$ cat config.mk
export PLATFORM = sky130hd
export DESIGN_NAME = dda_line_rasterizer
export DESIGN_NICKNAME = d
export VERILOG_FILES = /design/src/hw/rtl/dlr_pkg.sv /design/src/hw/rtl/dlr_ctrl.sv /design/src/hw/rtl/dlr_datapath.sv /design/src/hw/rtl/dda_line_rasterizer.sv
export VERILOG_INCLUDE_DIRS = /design/src /design/src/hw/rtl
export SDC_FILE = /design/constraint.sdc
export NUM_CORES = 1
export LEC_CHECK = 0
export ABC_AREA = 1
export BUFFER_PORTS_ARGS = -buffer_cell sky130_fd_sc_hd__buf_2
export CAP_MARGIN = 20
export CORE_ASPECT_RATIO = 1.2
export CORE_MARGIN = 2
export CORE_UTILIZATION = 60
export DETAILED_ROUTE_END_ITERATION = 16
export GPL_TIMING_DRIVEN = 0
export MAX_ROUTING_LAYER = met4
export PLACE_DENSITY = 0.84
export SYNTH_ARGS = -nofsm -noshare
export SYNTH_HDL_FRONTEND = slang
export SYNTH_SLANG_ARGS = --single-unit
$ cat constraint.sdc
create_clock -name clk -period 19.6 [get_ports clk]
set_clock_uncertainty 0.05 [all_clocks]
set_input_delay 1.96 -clock clk [delete_from_list [all_inputs] [get_ports clk]]
set_output_delay 1.96 -clock clk [all_outputs]
set_load 0.005 [all_outputs]
$ cat src/hw/rtl/dda_line_rasterizer_defines.svh
// Assertion macros used by the rasterizer datapath.
`ifndef DDA_LINE_RASTERIZER_DEFINES_SVH
`define DDA_LINE_RASTERIZER_DEFINES_SVH

// The consequent must hold in the same cycle as the antecedent.
`define DLR_CHECK_NOW(label, ante, cons, msg) \
  label: assert property (@(posedge clk) disable iff (rst) (ante) |-> (cons)) \
    else $error(msg);

// The consequent must hold in the cycle after the antecedent.
`define DLR_CHECK_NEXT(label, ante, cons, msg) \
  label: assert property (@(posedge clk) disable iff (rst) (ante) |=> (cons)) \
    else $error(msg);

`endif

$ cat src/hw/rtl/dlr_pkg.sv
package dlr_pkg;

  localparam int COORD_BITS = 11;
  localparam int FRAC_BITS  = 16;
  localparam int COLOR_BITS = 32;
  localparam int ACC_BITS   = COORD_BITS + FRAC_BITS + 1;
  localparam int SLOPE_BITS = FRAC_BITS + 2;
  localparam int LEFT_BITS  = COORD_BITS + 1;
  localparam int QUO_BITS   = FRAC_BITS + 1;
  localparam int CNT_BITS   = (QUO_BITS > 1) ? $clog2(QUO_BITS) : 1;

  localparam logic FUNC_START = 1'b0;
  localparam logic FUNC_STEP  = 1'b1;

  localparam logic signed [SLOPE_BITS-1:0] SLOPE_ONE =
    $signed(SLOPE_BITS'(1) << FRAC_BITS);

  typedef enum logic [2:0] {
    S_IDLE = 3'b001,
    S_DIV  = 3'b010,
    S_EMIT = 3'b100
  } state_t;

  typedef struct packed {
    logic start_load;
    logic div_step;
    logic start_emit;
    logic advance;
  } cmd_t;

  typedef struct packed {
    logic line_active;
    logic out_blocked;
  } status_t;

endpackage

$ cat src/hw/rtl/dlr_ctrl.sv
module dlr_ctrl (
  input  logic             clk,
  input  logic             rst,
  input  logic             in_valid,
  input  logic             func,
  output logic             in_stall,
  input  dlr_pkg::status_t status,
  output dlr_pkg::cmd_t    cmd
);

  dlr_pkg::state_t state, state_next;
  logic [dlr_pkg::CNT_BITS-1:0] cnt, cnt_next;

  always_comb begin
    state_next = state;
    cnt_next   = cnt;
    cmd        = '0;
    in_stall   = 1'b1;
    case (state)
      dlr_pkg::S_IDLE: begin
        in_stall = status.out_blocked;
        if (in_valid && !status.out_blocked) begin
          if (func == dlr_pkg::FUNC_START) begin
            cmd.start_load = 1'b1;
            cnt_next       = dlr_pkg::CNT_BITS'(dlr_pkg::QUO_BITS - 1);
            state_next     = dlr_pkg::S_DIV;
          end else if (status.line_active) begin
            cmd.advance = 1'b1;
          end
        end
      end
      dlr_pkg::S_DIV: begin
        cmd.div_step = 1'b1;
        if (cnt == '0) begin
          state_next = dlr_pkg::S_EMIT;
        end else begin
          cnt_next = cnt - 1'b1;
        end
      end
      dlr_pkg::S_EMIT: begin
        if (!status.out_blocked) begin
          cmd.start_emit = 1'b1;
          state_next     = dlr_pkg::S_IDLE;
        end
      end
      default: begin
        state_next = dlr_pkg::S_IDLE;
      end
    endcase
  end

  always_ff @(posedge clk) begin
    if (rst) begin
      state <= dlr_pkg::S_IDLE;
      cnt   <= '0;
    end else begin
      state <= state_next;
      cnt   <= cnt_next;
    end
  end

endmodule

$ cat src/hw/rtl/dlr_datapath.sv
`include "dda_line_rasterizer_defines.svh"

module dlr_datapath (
  input  logic                            clk,
  input  logic                            rst,
  input  dlr_pkg::cmd_t                   cmd,
  output dlr_pkg::status_t                status,
  input  logic [dlr_pkg::COORD_BITS-1:0]  start_x,
  input  logic [dlr_pkg::COORD_BITS-1:0]  start_y,
  input  logic [dlr_pkg::COORD_BITS-1:0]  end_x,
  input  logic [dlr_pkg::COORD_BITS-1:0]  end_y,
  input  logic [dlr_pkg::COLOR_BITS-1:0]  line_color,
  output logic                            out_valid,
  input  logic                            out_stall,
  output logic [dlr_pkg::COORD_BITS-1:0]  pixel_x,
  output logic [dlr_pkg::COORD_BITS-1:0]  pixel_y,
  output logic [dlr_pkg::COLOR_BITS-1:0]  pixel_color,
  output logic                            last_pixel
);

  localparam int CB = dlr_pkg::COORD_BITS;
  localparam int FB = dlr_pkg::FRAC_BITS;
  localparam int AB = dlr_pkg::ACC_BITS;
  localparam int SB = dlr_pkg::SLOPE_BITS;
  localparam int LB = dlr_pkg::LEFT_BITS;
  localparam int QB = dlr_pkg::QUO_BITS;

  logic [CB-1:0]        major_pos;
  logic signed [AB-1:0] minor_acc;
  logic signed [SB-1:0] slope_step;
  logic [LB-1:0]        pixels_left;
  logic                 steep_line;
  logic [dlr_pkg::COLOR_BITS-1:0] held_color;
  logic                 line_active;

  logic [CB-1:0] divisor;
  logic          div_neg;
  logic [CB-1:0] rem;
  logic [QB-1:0] quo;

  logic [CB-1:0] adx, ady, ma0, ma1, mi0, mi1, sa0, sa1, si0, si1, span, mag;
  logic          steep, neg;

  always_comb begin
    adx   = (start_x > end_x) ? start_x - end_x : end_x - start_x;
    ady   = (start_y > end_y) ? start_y - end_y : end_y - start_y;
    steep = ady > adx;
    sa0   = steep ? start_y : start_x;
    sa1   = steep ? end_y   : end_x;
    si0   = steep ? start_x : start_y;
    si1   = steep ? end_x   : end_y;
    if (sa1 < sa0) begin
      ma0 = sa1;
      ma1 = sa0;
      mi0 = si1;
      mi1 = si0;
    end else begin
      ma0 = sa0;
      ma1 = sa1;
      mi0 = si0;
      mi1 = si1;
    end
    span = ma1 - ma0;
    neg  = mi1 < mi0;
    mag  = neg ? mi0 - mi1 : mi1 - mi0;
  end

  logic [CB:0]   trial, trial_diff;
  logic          trial_ok;
  logic [SB-1:0] quo_ext;
  logic signed [SB-1:0] slope_val;

  always_comb begin
    trial      = {rem, quo[QB-1]};
    trial_diff = trial - {1'b0, divisor};
    trial_ok   = trial >= {1'b0, divisor};
    quo_ext    = {1'b0, quo};
    if (divisor == '0) begin
      slope_val = '0;
    end else if (div_neg) begin
      slope_val = -$signed(quo_ext);
    end else begin
      slope_val = $signed(quo_ext);
    end
  end

  logic [CB-1:0]        major_adv;
  logic signed [AB-1:0] acc_adv;
  logic [LB-1:0]        left_adv;
  logic [CB-1:0]        em_major, em_minor;
  logic signed [AB-1:0] em_acc;
  logic [LB-1:0]        em_left;
  logic                 emit;

  always_comb begin
    major_adv = major_pos + 1'b1;
    acc_adv   = minor_acc + AB'(slope_step);
    left_adv  = pixels_left - 1'b1;
    em_major  = cmd.advance ? major_adv : major_pos;
    em_acc    = cmd.advance ? acc_adv : minor_acc;
    em_left   = cmd.advance ? left_adv : pixels_left;
    em_minor  = em_acc[AB-1] ? '0 : em_acc[FB+CB-1:FB];
    emit      = cmd.advance || cmd.start_emit;
  end

  always_ff @(posedge clk) begin
    if (cmd.start_load) begin
      major_pos   <= ma0;
      minor_acc   <= $signed({1'b0, mi0, {FB{1'b0}}}) + $signed(AB'(1) << (FB - 1));
      pixels_left <= (span == '0) ? '0 : {1'b0, span} - 1'b1;
      steep_line  <= steep;
      held_color  <= line_color;
      divisor     <= span;
      div_neg     <= neg;
      rem         <= mag >> 1;
      quo         <= {mag[0], {FB{1'b0}}};
    end else if (cmd.div_step) begin
      rem <= trial_ok ? trial_diff[CB-1:0] : trial[CB-1:0];
      quo <= {quo[QB-2:0], trial_ok};
    end else if (cmd.advance) begin
      major_pos   <= major_adv;
      minor_acc   <= acc_adv;
      pixels_left <= left_adv;
    end
    if (cmd.start_emit) begin
      slope_step <= slope_val;
    end
  end

  always_ff @(posedge clk) begin
    if (rst) begin
      line_active <= 1'b0;
    end else if (emit) begin
      line_active <= em_left != '0;
    end
  end

  always_ff @(posedge clk) begin
    if (rst) begin
      out_valid <= 1'b0;
    end else if (emit) begin
      out_valid <= 1'b1;
    end else if (!out_stall) begin
      out_valid <= 1'b0;
    end
  end

  always_ff @(posedge clk) begin
    if (emit) begin
      pixel_x     <= steep_line ? em_minor : em_major;
      pixel_y     <= steep_line ? em_major : em_minor;
      pixel_color <= held_color;
      last_pixel  <= em_left == '0;
    end
  end

  assign status.line_active = line_active;
  assign status.out_blocked = out_valid && out_stall;

  `DLR_CHECK_NOW(a_adv_needs_line, cmd.advance, line_active,
                 "Step issued with no active line.")
  `DLR_CHECK_NOW(a_emit_when_free, emit, !(out_valid && out_stall),
                 "Pixel overwrote a held beat.")
  `DLR_CHECK_NOW(a_slope_range, cmd.start_emit,
                 (slope_val <= dlr_pkg::SLOPE_ONE) && (slope_val >= -dlr_pkg::SLOPE_ONE),
                 "Slope magnitude exceeds one.")
  `DLR_CHECK_NEXT(a_emit_shows, emit, out_valid, "Emitted pixel not presented.")

endmodule

$ cat src/hw/rtl/dda_line_rasterizer.sv
// DDA line rasterizer.
// Input channel (in_valid / in_stall): a beat with func = 0 starts a new line from
// start_x/start_y to end_x/end_y in line_color; a beat with func = 1 advances one pixel.
// Output channel (out_valid / out_stall): one pixel beat per start beat, and one per
// step beat while a line is active; last_pixel marks the final pixel. The endpoint with
// the larger major-axis coordinate is not drawn; equal endpoints give one pixel.
// A step beat is accepted every cycle while no output beat is held stalled, and its pixel
// appears in the next cycle. A start beat holds in_stall high while a restoring divider
// forms the slope one quotient bit per cycle, and in S_EMIT until the output is free.
// A step beat while no line is active gives no pixel. A start beat abandons any line.
// The output beat sits in a register; while out_stall is high and a beat is held, the
// input side is stalled as well, so nothing is lost or repeated.
// Reset (rst, synchronous) empties the output register and leaves no line active.
module dda_line_rasterizer (
  input  logic                            clk,
  input  logic                            rst,
  input  logic                            in_valid,
  output logic                            in_stall,
  input  logic                            func,
  input  logic [dlr_pkg::COORD_BITS-1:0]  start_x,
  input  logic [dlr_pkg::COORD_BITS-1:0]  start_y,
  input  logic [dlr_pkg::COORD_BITS-1:0]  end_x,
  input  logic [dlr_pkg::COORD_BITS-1:0]  end_y,
  input  logic [dlr_pkg::COLOR_BITS-1:0]  line_color,
  output logic                            out_valid,
  input  logic                            out_stall,
  output logic [dlr_pkg::COORD_BITS-1:0]  pixel_x,
  output logic [dlr_pkg::COORD_BITS-1:0]  pixel_y,
  output logic [dlr_pkg::COLOR_BITS-1:0]  pixel_color,
  output logic                            last_pixel
);

  dlr_pkg::cmd_t    cmd;
  dlr_pkg::status_t status;

  dlr_ctrl u_ctrl (
    .clk      (clk),
    .rst      (rst),
    .in_valid (in_valid),
    .func     (func),
    .in_stall (in_stall),
    .status   (status),
    .cmd      (cmd)
  );

  dlr_datapath u_datapath (
    .clk         (clk),
    .rst         (rst),
    .cmd         (cmd),
    .status      (status),
    .start_x     (start_x),
    .start_y     (start_y),
    .end_x       (end_x),
    .end_y       (end_y),
    .line_color  (line_color),
    .out_valid   (out_valid),
    .out_stall   (out_stall),
    .pixel_x     (pixel_x),
    .pixel_y     (pixel_y),
    .pixel_color (pixel_color),
    .last_pixel  (last_pixel)
  );

endmodule
==> flow_summary_export.csv <==
group,metric,value,unit
die,total_die_area,26100,um^2
setup_path,largest_fanout_on_the_critical_path,10,
clock_tree,cts.sinks,207,
sta,unrepaired_setup_endpoints_after_global_routing,"false",
logic_synthesis,syn-cell-area,14900,um^2
clock_tree,cts_max_level,1,
routing,drt-wirelength-per-cell,17.3,um
clock_tree,tritoncts,"yes",
die,die_w,148,um
logic_synthesis,synth_simple_gate_area_frac,0.186,
setup_path,timing.rr.start,"u_datapath.slope_step[2]",
cells_and_area,drive_above_1_share,0.117,
global_route,gr-usage-all-layers,0.312,
global_route,grt_start_max_net_pins,38,
logic_synthesis,synth_area_in_xor_xnor,0.0388,
clock_tree,holdBufCountCts,0,
logic_synthesis,syn_nets,2043,
hold_path,hp-start,"u_datapath.held_color[2]",
clock_tree,postCtsSetupBuffers,0,
cells_and_area,antenna_cells,0,
logic_synthesis,synth_edf_count,180,
logic_synthesis,synth_top_family_by_area,"simple AND/OR/NAND/NOR gates",
die,dieHeight,177,um
die,core_region_area,24500,um^2
sta,max_clock_freq,78.4,MHz
setup_path,crit_top_cell,"sky130_fd_sc_hd__o21ai_0",
logic_synthesis,postSynthRegisterBits,207,
global_route,grt.overflow.total,0,
routing,wl_met1,15900,um
global_route,wire_length_of_the_first_global_routing_pass,63600,um
setup_path,worst-r2r-setup-slack,15.77,ns
sta,final.min_clock_period,12.76,ns
routing,routed-wl-met3,2390,um
status,outcome,"finished clean",
setup_path,setup.worst_path.start_class,"input pin",
routing,drt-total-wl,40300,um
logic_synthesis,ys.flop_type,"sky130_fd_sc_hd__edfxtp_1",
logic_synthesis,yosysSeqAreaShare,0.399,
setup_path,critPathCaptureType,"flip-flop",
die,core.rowCount,63,
clock_tree,clockBufferDepth,3,
global_route,grt_antenna_before_repair,0,
place,port-buffer-count,137,
run,cap_viol_max_count,0,
die,initial_cell_density_of_the_core,0.607,
routing,dr.first_iter.drc_count,1161,
logic_synthesis,synthArstFlopShare,0,
setup_path,critical-path-max-stage-delay,0.68,ns
sta,setup_tns,0,ns
setup_path,worst_r2r_endpoint,"u_datapath.pixel_x[9]",
routing,detail_route.drc_violations,0,
hold_path,worst_hold_path_type,"flip-flop to flip-flop",
routing,highest-signal-layer,"met4",
die,num_io_pins,138,
sta,timing.final.hold_violations,0,
sta,fin_crit_sh,0.651,
sta,max-slew-margin-rel,0.395,
routing,detail-route-antenna-nets,0,
hold_path,holdPathEnd,"u_datapath.pixel_color[2]",
sta,final_max_slew_viol_count,0,
logic_synthesis,post_synth_num_cell_types,57,
routing,wl_met2,20500,um
setup_path,worst_r2r_path_depth,19,
logic_synthesis,synth-compound-area-share,0.171,
place,place.gp.congestion,0.956,
sta,finalSetupViolations,0,
setup_path,cp.arrival,12.95,ns
hold_path,min_delay_path_depth,0,
clock_tree,cts_resized,0,
clock_tree,cts_inserted_buffers,22,
routing,dr_total_vias,13393,
setup_path,required,19.79,ns
clock_tree,cts_root_buffer,"sky130_fd_sc_hd__clkbuf_16",
logic_synthesis,synth_cells,1824,
logic_synthesis,synthesis.yosys.warnings,0,
clock_tree,clkTransAtPathRegs,0.06,ns
cells_and_area,area_growth,12.9,%
cells_and_area,num-nets-final,2211,
setup_path,critical_path.slowest_cell,"sky130_fd_sc_hd__o22ai_1",
routing,dr.pass1.iters,6,
logic_synthesis,synth.area.mux_share,0.00622,
logic_synthesis,syn_area_per_cell,8.16,um^2
sta,worstMarginPinSlew,0.908,ns
routing,via_per_inst,5.74,
setup_path,setup.worst_path.start,"start_y[2]",
logic_synthesis,synth_adder_area_share,0.120,
clock_tree,clock_latency,0.51,ns
setup_path,critical_path_class,"input pin to flip-flop",
place,detailed_place_hpwl,31400,um
global_route,vias_in_the_first_global_route,12903,
-- routing by layer --
layer  GRT usage  vias up
li1            -     6553
met2       0.556      532
met3      0.0264      117
met1       0.369     6191
met5           -        -
met4       0.118        0
-- state kept, by name, indices dropped and copies added, names as in the netlist, 3 cells and up --
name	count
u_datapath.pixel_color	32
u_datapath.divisor	11
u_datapath.pixel_x	11
u_ctrl.state	3
u_ctrl.cnt	5
u_datapath.held_color	32
u_datapath.quo	17
u_datapath.major_pos	11
u_datapath.rem	11
u_datapath.pixel_y	11
u_datapath.slope_step	18
u_datapath.pixels_left	12
u_datapath.minor_acc	28
-- kinds of logic after synthesis --
| logic type | Yosys count |
|---|---|
| AND/OR/NAND/NOR | 633 |
| adder cells (fa/ha/maj) | 138 |
| AO/OA/AOI/OAI | 465 |
| XOR/XNOR | 66 |
| multiplexers | 9 |
| flip-flops | 207 |
| buffers and inverters | 306 |
-- critical path: cells and delay by family --
kind | cells | cell delay (ns)
xor gates and xnor gates | 1 | 0.19
adders and majority gates | 4 | 1.51
AOI/OAI and AO/OA | 21 | 4.63
buffers and inverters | 14 | 2.89
and+or+nand+nor | 14 | 1.75
-- cell usage in the layout, fill, tap and decap left out, types with 4 or more instances in the layout --
cell type,n
sky130_fd_sc_hd__dfxtp_1,27
sky130_fd_sc_hd__clkinv_1,4
sky130_fd_sc_hd__nor4_1,5
sky130_fd_sc_hd__edfxtp_1,180
sky130_fd_sc_hd__o211ai_1,12
sky130_fd_sc_hd__o21bai_1,5
sky130_fd_sc_hd__nand3_2,5
sky130_fd_sc_hd__o21ai_1,8
sky130_fd_sc_hd__o21ai_0,224
sky130_fd_sc_hd__fa_1,8
sky130_fd_sc_hd__o21a_1,5
sky130_fd_sc_hd__a21oi_1,152
sky130_fd_sc_hd__o31ai_1,6
sky130_fd_sc_hd__clkbuf_16,24
sky130_fd_sc_hd__xnor2_1,24
sky130_fd_sc_hd__nand4_1,21
sky130_fd_sc_hd__nor3_1,24
sky130_fd_sc_hd__nand2_2,12
sky130_fd_sc_hd__buf_2,140
sky130_fd_sc_hd__nor2_1,105
sky130_fd_sc_hd__clkbuf_1,40
sky130_fd_sc_hd__xor2_1,42
sky130_fd_sc_hd__or2_2,6
sky130_fd_sc_hd__inv_2,8
sky130_fd_sc_hd__ha_1,130
sky130_fd_sc_hd__buf_1,5
sky130_fd_sc_hd__a211oi_1,6
sky130_fd_sc_hd__inv_1,250
sky130_fd_sc_hd__and2_1,7
sky130_fd_sc_hd__a21boi_0,5
sky130_fd_sc_hd__mux2i_1,7
sky130_fd_sc_hd__nand2_1,367
sky130_fd_sc_hd__a31oi_1,6
sky130_fd_sc_hd__nand3_1,63
sky130_fd_sc_hd__a22oi_1,15
sky130_fd_sc_hd__buf_6,5
-- cells in the mapped netlist (3+ instances only) --
master / instances / area, um^2
sky130_fd_sc_hd__o21ai_0: 225 / 1130
sky130_fd_sc_hd__o31ai_1: 6 / 45.0
sky130_fd_sc_hd__a211oi_1: 6 / 45.0
sky130_fd_sc_hd__inv_2: 8 / 30.0
sky130_fd_sc_hd__clkbuf_1: 36 / 135
sky130_fd_sc_hd__nor4_1: 5 / 31.3
sky130_fd_sc_hd__nand4_1: 21 / 131
sky130_fd_sc_hd__nand3_1: 63 / 315
sky130_fd_sc_hd__a21oi_1: 152 / 761
sky130_fd_sc_hd__inv_1: 250 / 938
sky130_fd_sc_hd__a31oi_1: 6 / 37.5
sky130_fd_sc_hd__and2_1: 7 / 43.8
sky130_fd_sc_hd__edfxtp_1: 180 / 5410
sky130_fd_sc_hd__a221oi_1: 3 / 26.3
sky130_fd_sc_hd__buf_1: 5 / 18.8
sky130_fd_sc_hd__a21boi_0: 5 / 37.5
sky130_fd_sc_hd__buf_6: 4 / 45.0
sky130_fd_sc_hd__nor3_1: 24 / 120
sky130_fd_sc_hd__xnor2_1: 24 / 210
sky130_fd_sc_hd__o21bai_1: 5 / 37.5
sky130_fd_sc_hd__nand2_1: 367 / 1380
sky130_fd_sc_hd__a22oi_1: 15 / 113
sky130_fd_sc_hd__or2_2: 6 / 37.5
sky130_fd_sc_hd__o21a_1: 5 / 37.5
sky130_fd_sc_hd__ha_1: 130 / 1630
sky130_fd_sc_hd__o21ai_1: 8 / 40.0
sky130_fd_sc_hd__fa_1: 8 / 160
sky130_fd_sc_hd__and3_1: 3 / 18.8
sky130_fd_sc_hd__o22ai_1: 3 / 18.8
sky130_fd_sc_hd__o211ai_1: 12 / 90.1
sky130_fd_sc_hd__mux2i_1: 7 / 70.1
sky130_fd_sc_hd__dfxtp_1: 27 / 541
sky130_fd_sc_hd__nand2_2: 12 / 75.1
sky130_fd_sc_hd__nor2_1: 105 / 394
sky130_fd_sc_hd__xor2_1: 42 / 368
sky130_fd_sc_hd__nand3_2: 5 / 50.1
-- layout make-up --
| type | count | area, um^2 |
|---|---|---|
| clock buffer | 31 | 647 |
| sequential | 207 | 5950 |
| clock inverter | 9 | 55.1 |
| multi-input combinational | 1311 | 7770 |
| tap | 325 | 407 |
| fill | 1909 | 7700 |
| buffer | 47 | 210 |
| inverter | 259 | 972 |
| timing repair buffer | 144 | 802 |
-- worst max path at each step --
| stage | depth (start not counted) | endpoint | slack [ns] |
|---|---|---|---|
| 3_5_place_dp | 54 | u_datapath.rem[7] | 6.63 |
| 6_report | 54 | u_datapath.rem[7] | 6.84 |
| 5_1_grt | 55 | u_datapath.rem[7] | 5.90 |
| 4_1_cts | 54 | u_datapath.rem[7] | 7.09 |
| 3_3_place_gp | 54 | u_datapath.rem[7] | 6.59 |
| 2_1_floorplan | 53 | u_datapath.rem[8] | 9.33 |
-- stage by stage --
stage / utilization / hold slack (ns) / setup WS, ns / cells / cell area, um^2
3_5_place_dp: 0.657 / 0.355 / 6.63 / 2292 / 16100
2_1_floorplan: - / 0.350 / 9.33 / 1824 / 14900
4_1_cts: 0.686 / 0.371 / 7.09 / 2332 / 16800
6_report: 0.686 / 0.366 / 6.84 / 2333 / 16800
3_3_place_gp: 0.652 / 0.350 / 6.59 / 2286 / 16000
5_1_grt: 0.686 / 0.381 / 5.90 / 2333 / 16800
Power is not shown: default switching activity piles up to over one toggle a cycle in this logic, so the estimate is an artifact.
